<file path="src/hw/rtl/b64_pkg.sv">
// ----------------------------------------------------------------------------
// b64_pkg
// shared types, character codes and alphabet helpers for the base64 codec
// ----------------------------------------------------------------------------
package b64_pkg;

    // special characters
    localparam logic [7:0] PAD_CHAR = 8'd61;
    localparam logic [7:0] LF_CHAR  = 8'd10;
    localparam logic [7:0] CR_CHAR  = 8'd13;

    // results per request at most
    localparam int unsigned MAX_RESULTS = 4;

    // direction codes
    localparam logic DIR_ENCODE = 1'b0;
    localparam logic DIR_DECODE = 1'b1;

    // one result item
    typedef struct packed {
        logic [7:0] value;
        logic       valid;
        logic       eom;
        logic       bad;
        logic       last;
    } result_t;

    typedef result_t [MAX_RESULTS-1:0] result_group_t;

    // sextet to alphabet character
    function automatic logic [7:0] sextet_char(input logic [5:0] k);
        logic [7:0] kx;
        kx = {2'b00, k};
        if (k < 6'd26)
            return kx + 8'd65;
        else if (k < 6'd52)
            return kx + 8'd71;
        else if (k < 6'd62)
            return kx - 8'd4;
        else if (k == 6'd62)
            return 8'd43;
        else
            return 8'd47;
    endfunction

    // alphabet character to sextet, msb set when outside the alphabet
    function automatic logic [6:0] char_sextet(input logic [7:0] c);
        if (c inside {[8'd65:8'd90]})
            return {1'b0, 6'(c - 8'd65)};
        else if (c inside {[8'd97:8'd122]})
            return {1'b0, 6'(c - 8'd71)};
        else if (c inside {[8'd48:8'd57]})
            return {1'b0, 6'(c + 8'd4)};
        else if (c == 8'd43)
            return {1'b0, 6'd62};
        else if (c == 8'd47)
            return {1'b0, 6'd63};
        else
            return {1'b1, 6'd0};
    endfunction

endpackage

</file>
<file path="src/hw/rtl/b64_core.sv">
// ----------------------------------------------------------------------------
// b64_core
// codec state and the single-pass logic that turns one request into a
// group of up to four results
// ----------------------------------------------------------------------------
module b64_core
    import b64_pkg::*;
(
    input  logic          clk,
    input  logic          rst_n,
    input  logic          direction,
    input  logic          take,
    input  logic [7:0]    item_value,
    input  logic          item_last,
    output result_group_t group,
    output logic [2:0]    group_num
);

    logic [1:0]  group_count_reg, group_count_next;
    logic [15:0] held_bytes_reg, held_bytes_next;
    logic [11:0] bit_acc_reg, bit_acc_next;
    logic [2:0]  bit_count_reg, bit_count_next;
    logic        error_reg, error_next;

    logic [23:0] enc_word;
    logic [2:0]  enc_chars;
    logic [6:0]  sext;
    logic [3:0]  bc_sum;
    logic [2:0]  bc_rem;
    logic [11:0] acc_new;
    logic [5:0]  enc_sextet [MAX_RESULTS];

    // result group and next state
    always_comb
    begin
        group            = '0;
        group_num        = 3'd0;
        group_count_next = group_count_reg;
        held_bytes_next  = held_bytes_reg;
        bit_acc_next     = bit_acc_reg;
        bit_count_next   = bit_count_reg;
        error_next       = error_reg;
        enc_word         = '0;
        enc_chars        = 3'd0;
        sext             = char_sextet(item_value);
        acc_new          = {bit_acc_reg[5:0], sext[5:0]};
        bc_sum           = {1'b0, bit_count_reg} + 4'd6;
        bc_rem           = 3'(bc_sum - 4'd8);
        for (int k = 0; k < MAX_RESULTS; k++)
            enc_sextet[k] = 6'd0;

        if (direction == DIR_ENCODE)
        begin
            // encode: gather three bytes, flush a partial group at the end
            if (group_count_reg[1])
            begin
                enc_word  = {held_bytes_reg, item_value};
                enc_chars = 3'd4;
            end
            else if (!item_last)
            begin
                held_bytes_next  = {held_bytes_reg[7:0], item_value};
                group_count_next = group_count_reg + 2'd1;
            end
            else if (group_count_reg == 2'd1)
            begin
                enc_word  = {held_bytes_reg[7:0], item_value, 8'd0};
                enc_chars = 3'd3;
            end
            else
            begin
                enc_word  = {item_value, 16'd0};
                enc_chars = 3'd2;
            end
            if (enc_chars != 3'd0)
            begin
                enc_sextet[0] = enc_word[23:18];
                enc_sextet[1] = enc_word[17:12];
                enc_sextet[2] = enc_word[11:6];
                enc_sextet[3] = enc_word[5:0];
                for (int k = 0; k < MAX_RESULTS; k++)
                begin
                    group[k].value = (3'(k) < enc_chars) ? sextet_char(enc_sextet[k])
                                                         : PAD_CHAR;
                    group[k].valid = 1'b1;
                end
                group[MAX_RESULTS-1].eom = item_last;
                group_num        = 3'd4;
                group_count_next = 2'd0;
                held_bytes_next  = 16'd0;
            end
        end
        else
        begin
            // decode: skip pad and line breaks, flag characters outside the alphabet, shift sextets in
            if (error_reg)
            begin
                if (item_last)
                begin
                    group[0].eom = 1'b1;
                    group[0].bad = 1'b1;
                    group_num    = 3'd1;
                end
            end
            else if (item_value == PAD_CHAR || item_value == LF_CHAR
                     || item_value == CR_CHAR)
            begin
                if (item_last)
                begin
                    group[0].eom = 1'b1;
                    group_num    = 3'd1;
                end
            end
            else if (sext[6])
            begin
                error_next   = 1'b1;
                group[0].eom = item_last;
                group[0].bad = 1'b1;
                group_num    = 3'd1;
            end
            else
            begin
                bit_acc_next = acc_new;
                if (bc_sum[3])
                begin
                    bit_count_next = bc_rem;
                    group[0].value = 8'(acc_new >> bc_rem);
                    group[0].valid = 1'b1;
                    group[0].eom   = item_last;
                    group_num      = 3'd1;
                end
                else
                begin
                    bit_count_next = bc_sum[2:0];
                    if (item_last)
                    begin
                        group[0].eom = 1'b1;
                        group_num    = 3'd1;
                    end
                end
            end
        end

        // mark the last result of this request
        if (group_num != 3'd0)
            group[2'(group_num - 3'd1)].last = 1'b1;

        // message end clears all codec state
        if (item_last)
        begin
            group_count_next = 2'd0;
            held_bytes_next  = 16'd0;
            bit_acc_next     = 12'd0;
            bit_count_next   = 3'd0;
            error_next       = 1'b0;
        end
    end

    // state registers
    always_ff @(posedge clk or negedge rst_n)
    begin
        if (!rst_n)
        begin
            group_count_reg <= 2'd0;
            held_bytes_reg  <= 16'd0;
            bit_acc_reg     <= 12'd0;
            bit_count_reg   <= 3'd0;
            error_reg       <= 1'b0;
        end
        else if (take)
        begin
            group_count_reg <= group_count_next;
            held_bytes_reg  <= held_bytes_next;
            bit_acc_reg     <= bit_acc_next;
            bit_count_reg   <= bit_count_next;
            error_reg       <= error_next;
        end
    end

endmodule

</file>
<file path="src/hw/rtl/b64_out_buf.sv">
// ----------------------------------------------------------------------------
// b64_out_buf
// result register holding one group, shifted out one result per cycle while take is high
// ----------------------------------------------------------------------------
module b64_out_buf
    import b64_pkg::*;
(
    input  logic          clk,
    input  logic          rst_n,
    input  logic          load,
    input  result_group_t load_group,
    input  logic [2:0]    load_num,
    input  logic          take,
    output logic          free,
    output logic          head_valid,
    output result_t       head
);

    result_group_t entries_reg;
    logic [2:0]    remain_reg;
    logic          pop;

    // head of the group and load condition
    assign head_valid = (remain_reg != 3'd0);
    assign head       = entries_reg[0];
    assign pop        = head_valid && take;
    assign free       = (remain_reg == 3'd0) || (remain_reg == 3'd1 && pop);

    // remaining count
    always_ff @(posedge clk or negedge rst_n)
    begin
        if (!rst_n)
            remain_reg <= 3'd0;
        else if (load)
            remain_reg <= load_num;
        else if (pop)
            remain_reg <= remain_reg - 3'd1;
    end

    // result entries
    always_ff @(posedge clk)
    begin
        if (load)
            entries_reg <= load_group;
        else if (pop)
        begin
            for (int k = 0; k < MAX_RESULTS - 1; k++)
                entries_reg[k] <= entries_reg[k+1];
            entries_reg[MAX_RESULTS-1] <= '0;
        end
    end

endmodule

</file>
<file path="src/hw/rtl/base64_stream_codec_unit.sv">
// ----------------------------------------------------------------------------
// base64_stream_codec_unit
// streaming base64 codec, direction register selects encode or decode
// ----------------------------------------------------------------------------
// path: a request is held in the input register, then its results in the result register
// throughput: decode takes one request per cycle while the results are taken; a request
//   waits in the input register while a group shifts out, so back to back the next encode
//   group's first byte enters as the last character of the group before it shifts out
// reset: asynchronous active low, clears direction, codec state and all valids
module base64_stream_codec_unit
    import b64_pkg::*;
(
    input  logic       clk,
    input  logic       rst_n,
    input  logic       cfg_write_en,
    input  logic       cfg_write_data,
    input  logic       in_valid,
    output logic       in_ready,
    input  logic [7:0] in_value,
    input  logic       message_end,
    output logic       out_valid,
    input  logic       out_ready,
    output logic [7:0] out_value,
    output logic       value_valid,
    output logic       end_of_message,
    output logic       bad_char,
    output logic       run_last
);

    logic          direction_reg;
    logic          in_full_reg;
    logic [7:0]    in_value_reg;
    logic          in_last_reg;
    logic          consume;
    logic          buf_free;
    result_group_t group;
    logic [2:0]    group_num;
    result_t       head;

    // direction register
    always_ff @(posedge clk or negedge rst_n)
    begin
        if (!rst_n)
            direction_reg <= DIR_ENCODE;
        else if (cfg_write_en)
            direction_reg <= cfg_write_data;
    end

    // input register
    assign consume  = in_full_reg && buf_free;
    assign in_ready = !in_full_reg || consume;

    always_ff @(posedge clk or negedge rst_n)
    begin
        if (!rst_n)
            in_full_reg <= 1'b0;
        else if (in_ready)
            in_full_reg <= in_valid;
    end

    always_ff @(posedge clk)
    begin
        if (in_valid && in_ready)
        begin
            in_value_reg <= in_value;
            in_last_reg  <= message_end;
        end
    end

    // codec logic
    b64_core u_core (
        .clk        (clk),
        .rst_n      (rst_n),
        .direction  (direction_reg),
        .take       (consume),
        .item_value (in_value_reg),
        .item_last  (in_last_reg),
        .group      (group),
        .group_num  (group_num)
    );

    // result register
    b64_out_buf u_out_buf (
        .clk        (clk),
        .rst_n      (rst_n),
        .load       (consume),
        .load_group (group),
        .load_num   (group_num),
        .take       (out_ready),
        .free       (buf_free),
        .head_valid (out_valid),
        .head       (head)
    );

    // result fields
    assign out_value      = head.value;
    assign value_valid    = head.valid;
    assign end_of_message = head.eom;
    assign bad_char       = head.bad;
    assign run_last       = head.last;

endmodule

</file>
<file path="config.mk">
export PLATFORM = sky130hd
export DESIGN_NAME = base64_stream_codec_unit
export DESIGN_NICKNAME = d
export VERILOG_FILES = /design/src/hw/rtl/b64_pkg.sv /design/src/hw/rtl/b64_core.sv /design/src/hw/rtl/b64_out_buf.sv /design/src/hw/rtl/base64_stream_codec_unit.sv
export SDC_FILE = /design/constraint.sdc
export NUM_CORES = 1
export LEC_CHECK = 0
export BUFFER_PORTS_ARGS = -buffer_cell sky130_fd_sc_hd__buf_2
export CORE_MARGIN = 8
export CORE_UTILIZATION = 55
export CTS_CLUSTER_SIZE = 12
export DETAILED_ROUTE_END_ITERATION = 8
export PLACE_DENSITY = 0.7
export SLEW_MARGIN = 20
export SYNTH_ARGS = -nofsm -noshare
export SYNTH_HDL_FRONTEND = slang
export SYNTH_SLANG_ARGS = --single-unit
</file>
<file path="constraint.sdc">
create_clock -name clk -period 5.1 [get_ports clk]
set_input_delay 0.51 -clock clk [delete_from_list [all_inputs] [get_ports clk]]
set_output_delay 0.51 -clock clk [all_outputs]
set_load 0.05 [all_outputs]
</file>
; Word-level counts from Yosys, hierarchy flattened
; Index checks and enable logic that the tools add are counted.
[classes]
add_sub_neg = 20
n_mul = 0
div = 0
n_lt_le_gt_ge = 24
n_eq_ne = 16
n_shift = 1
mux = 91
bitwise = 0
n_reduce_logical = 23
[op_table]
columns = operator, count
row1 = $mux 48, 3
row2 = $mux 8, 16
row3 = $mux 24, 4
row4 = $mux 9, 10
row5 = $add 6x7->8 const B, 8
row6 = $mux 16, 4
row7 = $mux 3, 20
row8 = $bwmux 48, 1
row9 = $lt 6x6->1 const B, 8
row10 = $mux 7, 5
row11 = $mux 6, 5
row12 = $sub 6x3->7 const B, 4
row13 = $demux 12 s2, 1
row14 = $eq 6x6->1 const B, 4
row15 = $eq 8x6->1 const B, 3
row16 = $lt 6x5->1 const B, 4
row17 = $mux 10, 2
row18 = $eq 8x4->1 const B, 2
row19 = $ge 8x7->1 const B, 2
row20 = $le 8x7->1 const B, 2
row21 = $mux 2, 7
row22 = $mux 1, 13
row23 = $shr 12x3->8, 1
row24 = $reduce_bool 3->1, 3
row25 = other kinds (26), 43
[word_totals]
reg_bits = 90
latchBits = 0
ramBits = 0
rom_bits = 0
in_bits = 15
out_inout_bits = 14
elab_cells = 206
n_memories = 0

; Logic depth before layout (Yosys ltp)
[depth]
word_depth = 18
mapped_depth = 15
ltp_nobuf = 12

; By module
; A second synthesis with hierarchy kept.
[hier_totals]
hier_cells = 692
hier_area_um2 = 6681.4
[by_module_without_submodules]
columns = mod, instances, cells_each, area_each_um2, seq_area_each_um2
row1 = b64_core, 1, 535, 3877.5, 675.6
row2 = b64_out_buf, 1, 141, 2433.6, 1516.5
row3 = base64_stream_codec_unit, 1, 16, 370.4, 320.3

; Worst setup path before layout
; No wires, ideal clock.
[synth_path]
path_type = register -> register
from = register u_core.group_count_reg[1]
to = register u_out_buf.entries_reg, in the netlist u_out_buf.head[8], data pin
setup_ns = 0.267
arrival_ns = 2.786
required_ns = 4.833
slack_ns = 2.046
path_stages_with_launch = 16
n_path_buf = 4
period_less_slack_ns = 3.054
cell_sequence = dfrtp_1 > buf_6 > buf_4 > buf_2 > buf_2 > nand2_1 > o21a_1 > inv_1 > ha_1 > inv_1 > o311a_1 > o21a_1 > o41ai_1 > a221oi_1 > a31oi_1 > o211ai_1
[synth_via]
elab_chain_len = 15
elab_cells_between_ends = 29
cone_classes = add/sub (3) / order compare (4) / eq/ne (1) / mux (19) / reduce/logical (2)
[synth_rtl]
columns = item, line
row1 = start: declaration, b64_core.sv:19  ; logic [1:0] group_count_reg, group_count_next;
row2 = start signal: assignment, b64_core.sv:172  ; group_count_reg <= group_count_next;
row3 = $eq 2x1->1, b64_core.sv:65  ; else if (group_count_reg == 2'd1)
row4 = $mux 24, b64_core.sv:65
row5 = $mux 24, b64_core.sv:60  ; else if (!item_last)
row6 = $mux 24, b64_core.sv:55  ; if (group_count_reg[1])
row7 = $mux 24, b64_core.sv:52  ; if (direction == DIR_ENCODE)
row8 = $sub 6x3->7 / $lt 6x6->1 (equally long branches), "b64_pkg.sv:39, b64_pkg.sv:38"
row9 = $mux 8, b64_pkg.sv:38  ; else if (k < 6'd62)
row10 = $mux 8, b64_pkg.sv:36  ; else if (k < 6'd52)
row11 = $mux 8, b64_pkg.sv:34  ; if (k < 6'd26)
row12 = $mux 8, b64_core.sv:83  ; group[k].value = (3'(k) < enc_chars) ? sextet_char(enc_sextet[k])
row13 = $mux 9, b64_core.sv:75  ; if (enc_chars != 3'd0)
row14 = $mux 9, b64_core.sv:52
row15 = $bwmux 48, b64_core.sv:146  ; group[2'(group_num - 3'd1)].last = 1'b1;
row16 = $mux 48 (*), b64_core.sv:145  ; if (group_num != 3'd0)
row17 = $mux 48 (*), b64_out_buf.sv:43  ; if (load)
row18 = end signal: assignment, b64_out_buf.sv:44  ; entries_reg <= load_group;
row19 = end signal: indexed assignment, b64_out_buf.sv:48  ; entries_reg[k] <= entries_reg[k+1];
row20 = end: declaration, b64_out_buf.sv:19  ; result_group_t entries_reg;
; Mark *: on every way between the ends. The rest lies on a longest branch, timed or not. The select of a mux whose other input is x is not followed.
; A chain may end at the register's enable or synchronous reset.

; Final worst setup path
[layout_path]
from = register in_last_reg
to = register u_out_buf.entries_reg[19] in the netlist's numbering, data pin
[layout_via]
elab_chain_len = 13
elab_cells_between_ends = 33
cone_classes = add/sub (4) / order compare (4) / mux (23) / reduce/logical (2)
[layout_rtl]
columns = item, line
row1 = start: declaration, base64_stream_codec_unit.sv:33  ; logic in_last_reg;
row2 = start signal: assignment, base64_stream_codec_unit.sv:66  ; in_last_reg <= message_end;
row3 = $mux 24, b64_core.sv:60
row4 = $mux 24, b64_core.sv:55
row5 = $mux 24, b64_core.sv:52
row6 = $sub 6x3->7 / $lt 6x6->1 (equally long branches), "b64_pkg.sv:39, b64_pkg.sv:38"
row7 = $mux 8, b64_pkg.sv:38
row8 = $mux 8, b64_pkg.sv:36
row9 = $mux 8, b64_pkg.sv:34
row10 = $mux 8, b64_core.sv:83
row11 = $mux 9, b64_core.sv:75
row12 = $mux 9, b64_core.sv:52
row13 = $bwmux 48, b64_core.sv:146
row14 = $mux 48 (*), b64_core.sv:145
row15 = $mux 48 (*), b64_out_buf.sv:43
; Marks and branches as above.

==> impl_metrics.ini <==
[clock_tree]
cts_buffer_depth = 2
post_cts_buffers = 0
numCtsBuffers = 9
cts_tree = yes
clkSinkCount = 86
cts_hold_buffers = 0
root_buffer = clkbuf_16
worstSkewPairLatency_ns = 0.35
cts_resized = 0
htreeDepth = 3
clkTransAtPathRegs_ns = 0.06

[yosys]
synth_adder_area_share_pct = 7.635
synth_area_leaders = edfxtp_1, dfrtp_1, ha_1
yosys.area_share.simple_pct = 18.73
synth_xor_area_share_pct = 0.9845
synth_cell_type_count = 74
yosys.area.top_type = edfxtp_1
ys_ff_latch = 86
syn_avg_cell_area_um2 = 8.808
ys_seq_area_share_pct = 38.90
synth_edf_count = 54
synthMuxAreaShare_pct = 3.637
yosysWarnings = 0
synth_top_family_by_area = compound AO/OA/AOI/OAI gates
syn_nets = 760
async_flop_share_pct = 37.21
syn-instance-count = 707
synth_top_area_share_pct = 26.04
post-synth-top-count-cell = nand2_1
synth_ff_type = edfxtp_1
synthesis.area_um2 = 6227
synth_compound_area_share_pct = 22.74
synth_common_cells = nand2_1, o21ai_0, edfxtp_1

[placed_design]
hpwl_mm = 11.81
routabilityCongestion = 0.9834
portBuffers = 28
dpl_cell_area_um2 = 6359

[drt]
drc = 0
vias = 5296
wl_per_cell_um = 19.65
firstDrtPassIters = 5
drt-vias-per-instance = 6.201
ant_nets = 0
drt_iter0_drc = 642
routed_wl_mm = 16.78

[timing]
worst-slew-pin-transition_ns = 0.8712
hold_viol = 0
setup_tns_ns = 0
timing.final.crit_period_ns = 3.460
drv_slew = 0
rsz0062_at_grt = no
max_freq_mhz = 289.0
slew_headroom_pct = 41.92
finalClockSkew_ns = 0.009178
setup_viol = 0
fin_crit_sh_pct = 67.85

[power_and_ir_drop]
p_leak_nw = 2.714
seq_power_share_pct = 34.1
clkPwrFrac_pct = 16.0
p_per_area_nw_per_um2 = 630.5
power_switching_mw = 1.999
swShare_pct = 47.53
p_int_mw = 2.207
ir_worst_vdd_uv = 507.4
comb_power_share_pct = 50.0

[setup_path]
endpoint_kind = register
worst-r2r-cell-count = 12
path_class = register to register
max_stage_delay_ns = 0.72
reg2reg_to = u_out_buf.entries_reg[19]
cp_slowest_cell = edfxtp_1
regToRegSetupSlack_ns = 1.64
cpMostUsedCell = nand2_1
critPathTopFamily = compound AO/OA/AOI/OAI gates
crit_buf_inv = 1
required_ns = 5.19
cp.arrival_ns = 3.55
regToRegStartpoint = in_last_reg
crit_path_cell_trace = and2_1, nand2_1, o21a_1, inv_1, ha_1, a31o_2, a41oi_1, o21ai_1, nor2b_1, nand2_1, a31oi_1, o21ai_0
crit_path_max_fanout = 18
critPathLaunchType = register

[layout]
syn2layout_area_growth_pct = 7.133
final_area_um2 = 6671
layout-drive-gt1-share_pct = 11.81
fillerInstances = 1010
regArea_um2 = 2422
largest_register_ffs = 33
multi_input_area_um2 = 3364
layout.nets = 759
n_antenna_cell = 0

[global_routing]
grt_pass1_vias = 5028
grt_max_degree = 47
grt_pass1_wl_mm = 26.77
track_usage_pct = 22.81
grt_overflow_total = 0
antenna_found_initial = 0

[status]
status = finished clean

[die]
die_w_um = 122.4
row_count = 39
start_util_pct = 55.48
die_area_um2 = 14980
design.core.area_um2 = 11220
io_pins = 29
die_h_um = 122.4

[worst_hold_path]
min_path_type = primary input to async pin

[flow_run]
drv_cap = 0
cells by family (layout without fill, tap and decap cells):
logic type               Yosys count  count (layout)
adder cells (fa/ha/maj)           38              38
multiplexers                      21              21
AO/OA/AOI/OAI                    212             212
buffers and inverters            102             106
flip-flops                        86              86
XOR/XNOR                           7               7
AND/OR/NAND/NOR                  241             241
worst register-to-register path, delay by kind of cell, from the launching register on:
| kind | cells | cell delay (ns) |
|---|---|---|
| AND/OR/NAND/NOR | 4 | 0.85 |
| adder cells (fa/ha/maj) | 1 | 0.27 |
| buffers and inverters | 1 | 0.17 |
| flip-flops | 1 | 0.72 |
| AO/OA/AOI/OAI | 6 | 1.19 |
cell type report:
| cell class | instances | area share [%] |
|---|---|---|
| tap | 143 | 2.682 |
| inverter | 54 | 3.076 |
| clock inverter | 6 | 1.069 |
| sequential | 86 | 36.31 |
| multi-input combinational | 519 | 50.43 |
| clock buffer | 10 | 3.432 |
| timing repair buffer | 36 | 3.001 |
power by group through the flow:
stage | Sequential (mW) | Clock (mW) | Combinational (mW)
5_1_grt | 1.47 | 0.702 | 2.30
3_3_place_gp | 1.44 | 0 | 2.05
6_report | 1.43 | 0.671 | 2.10
3_5_place_dp | 1.45 | 0 | 2.07
2_1_floorplan | 1.35 | 0 | 1.64
4_1_cts | 1.44 | 0.675 | 2.08
cell usage in the layout, fill, tap and decap left out, types with 5 or more instances in the layout:
| cell type | instances |
|---|---|
| nand2_1 | 87 |
| o21ai_0 | 56 |
| edfxtp_1 | 54 |
| inv_1 | 52 |
| nor2_1 | 40 |
| a21oi_1 | 39 |
| ha_1 | 38 |
| nand3_1 | 35 |
| dfrtp_1 | 32 |
| buf_2 | 28 |
| a31oi_1 | 14 |
| nor3_1 | 13 |
| mux2i_1 | 11 |
| mux2_2 | 9 |
| nor2b_1 | 9 |
| o31ai_1 | 9 |
| nand2b_1 | 9 |
| clkbuf_16 | 9 |
| o21a_1 | 8 |
| buf_4 | 8 |
| a22oi_1 | 7 |
| a211oi_1 | 7 |
| nand4_1 | 7 |
| o211ai_1 | 6 |
| a21o_1 | 6 |
| a221oi_1 | 6 |
| and2_1 | 5 |
| xnor2_1 | 5 |
| o31a_1 | 5 |
| or2_2 | 5 |
| and3_1 | 5 |
layer usage:
| metal | GRT usage (%) | routed length [um] | vias to the layer above |
|---|---|---|---|
| met5 | 0 | 0 | - |
| met4 | 11.81 | 701 | 0 |
| met3 | 3.910 | 979 | 44 |
| met2 | 34.47 | 7520 | 197 |
| met1 | 30.87 | 7580 | 2489 |
| li1 | - | - | 2566 |
metrics by stage:
stage	setup slack (ns)	instances	total power, mW	utilization, %	hold slack [ns]
after floorplan	2.046	707	2.991	-	0.2144
after global placement	1.709	838	3.485	56.66	0.4717
after detailed placement	1.658	838	3.518	56.66	0.4768
after CTS	1.643	854	4.194	59.33	0.2567
after global routing	1.325	854	4.477	59.44	0.2870
final	1.640	854	4.206	59.44	0.2230
how the worst max path moves through the flow:
stage                               from  cells past startpoint  slack, ns                        end
2_1_floorplan  u_core.group_count_reg[1]                     15       2.05          u_out_buf.head[8]
3_3_place_gp   u_core.group_count_reg[1]                      8       1.71          u_out_buf.head[5]
3_5_place_dp                 in_last_reg                     12       1.66  u_out_buf.entries_reg[19]
4_1_cts                      in_last_reg                     12       1.64  u_out_buf.entries_reg[19]
5_1_grt                      in_last_reg                     11       1.32  u_out_buf.entries_reg[20]
6_report                     in_last_reg                     12       1.64  u_out_buf.entries_reg[19]
(Power assumes the default switching activity.)
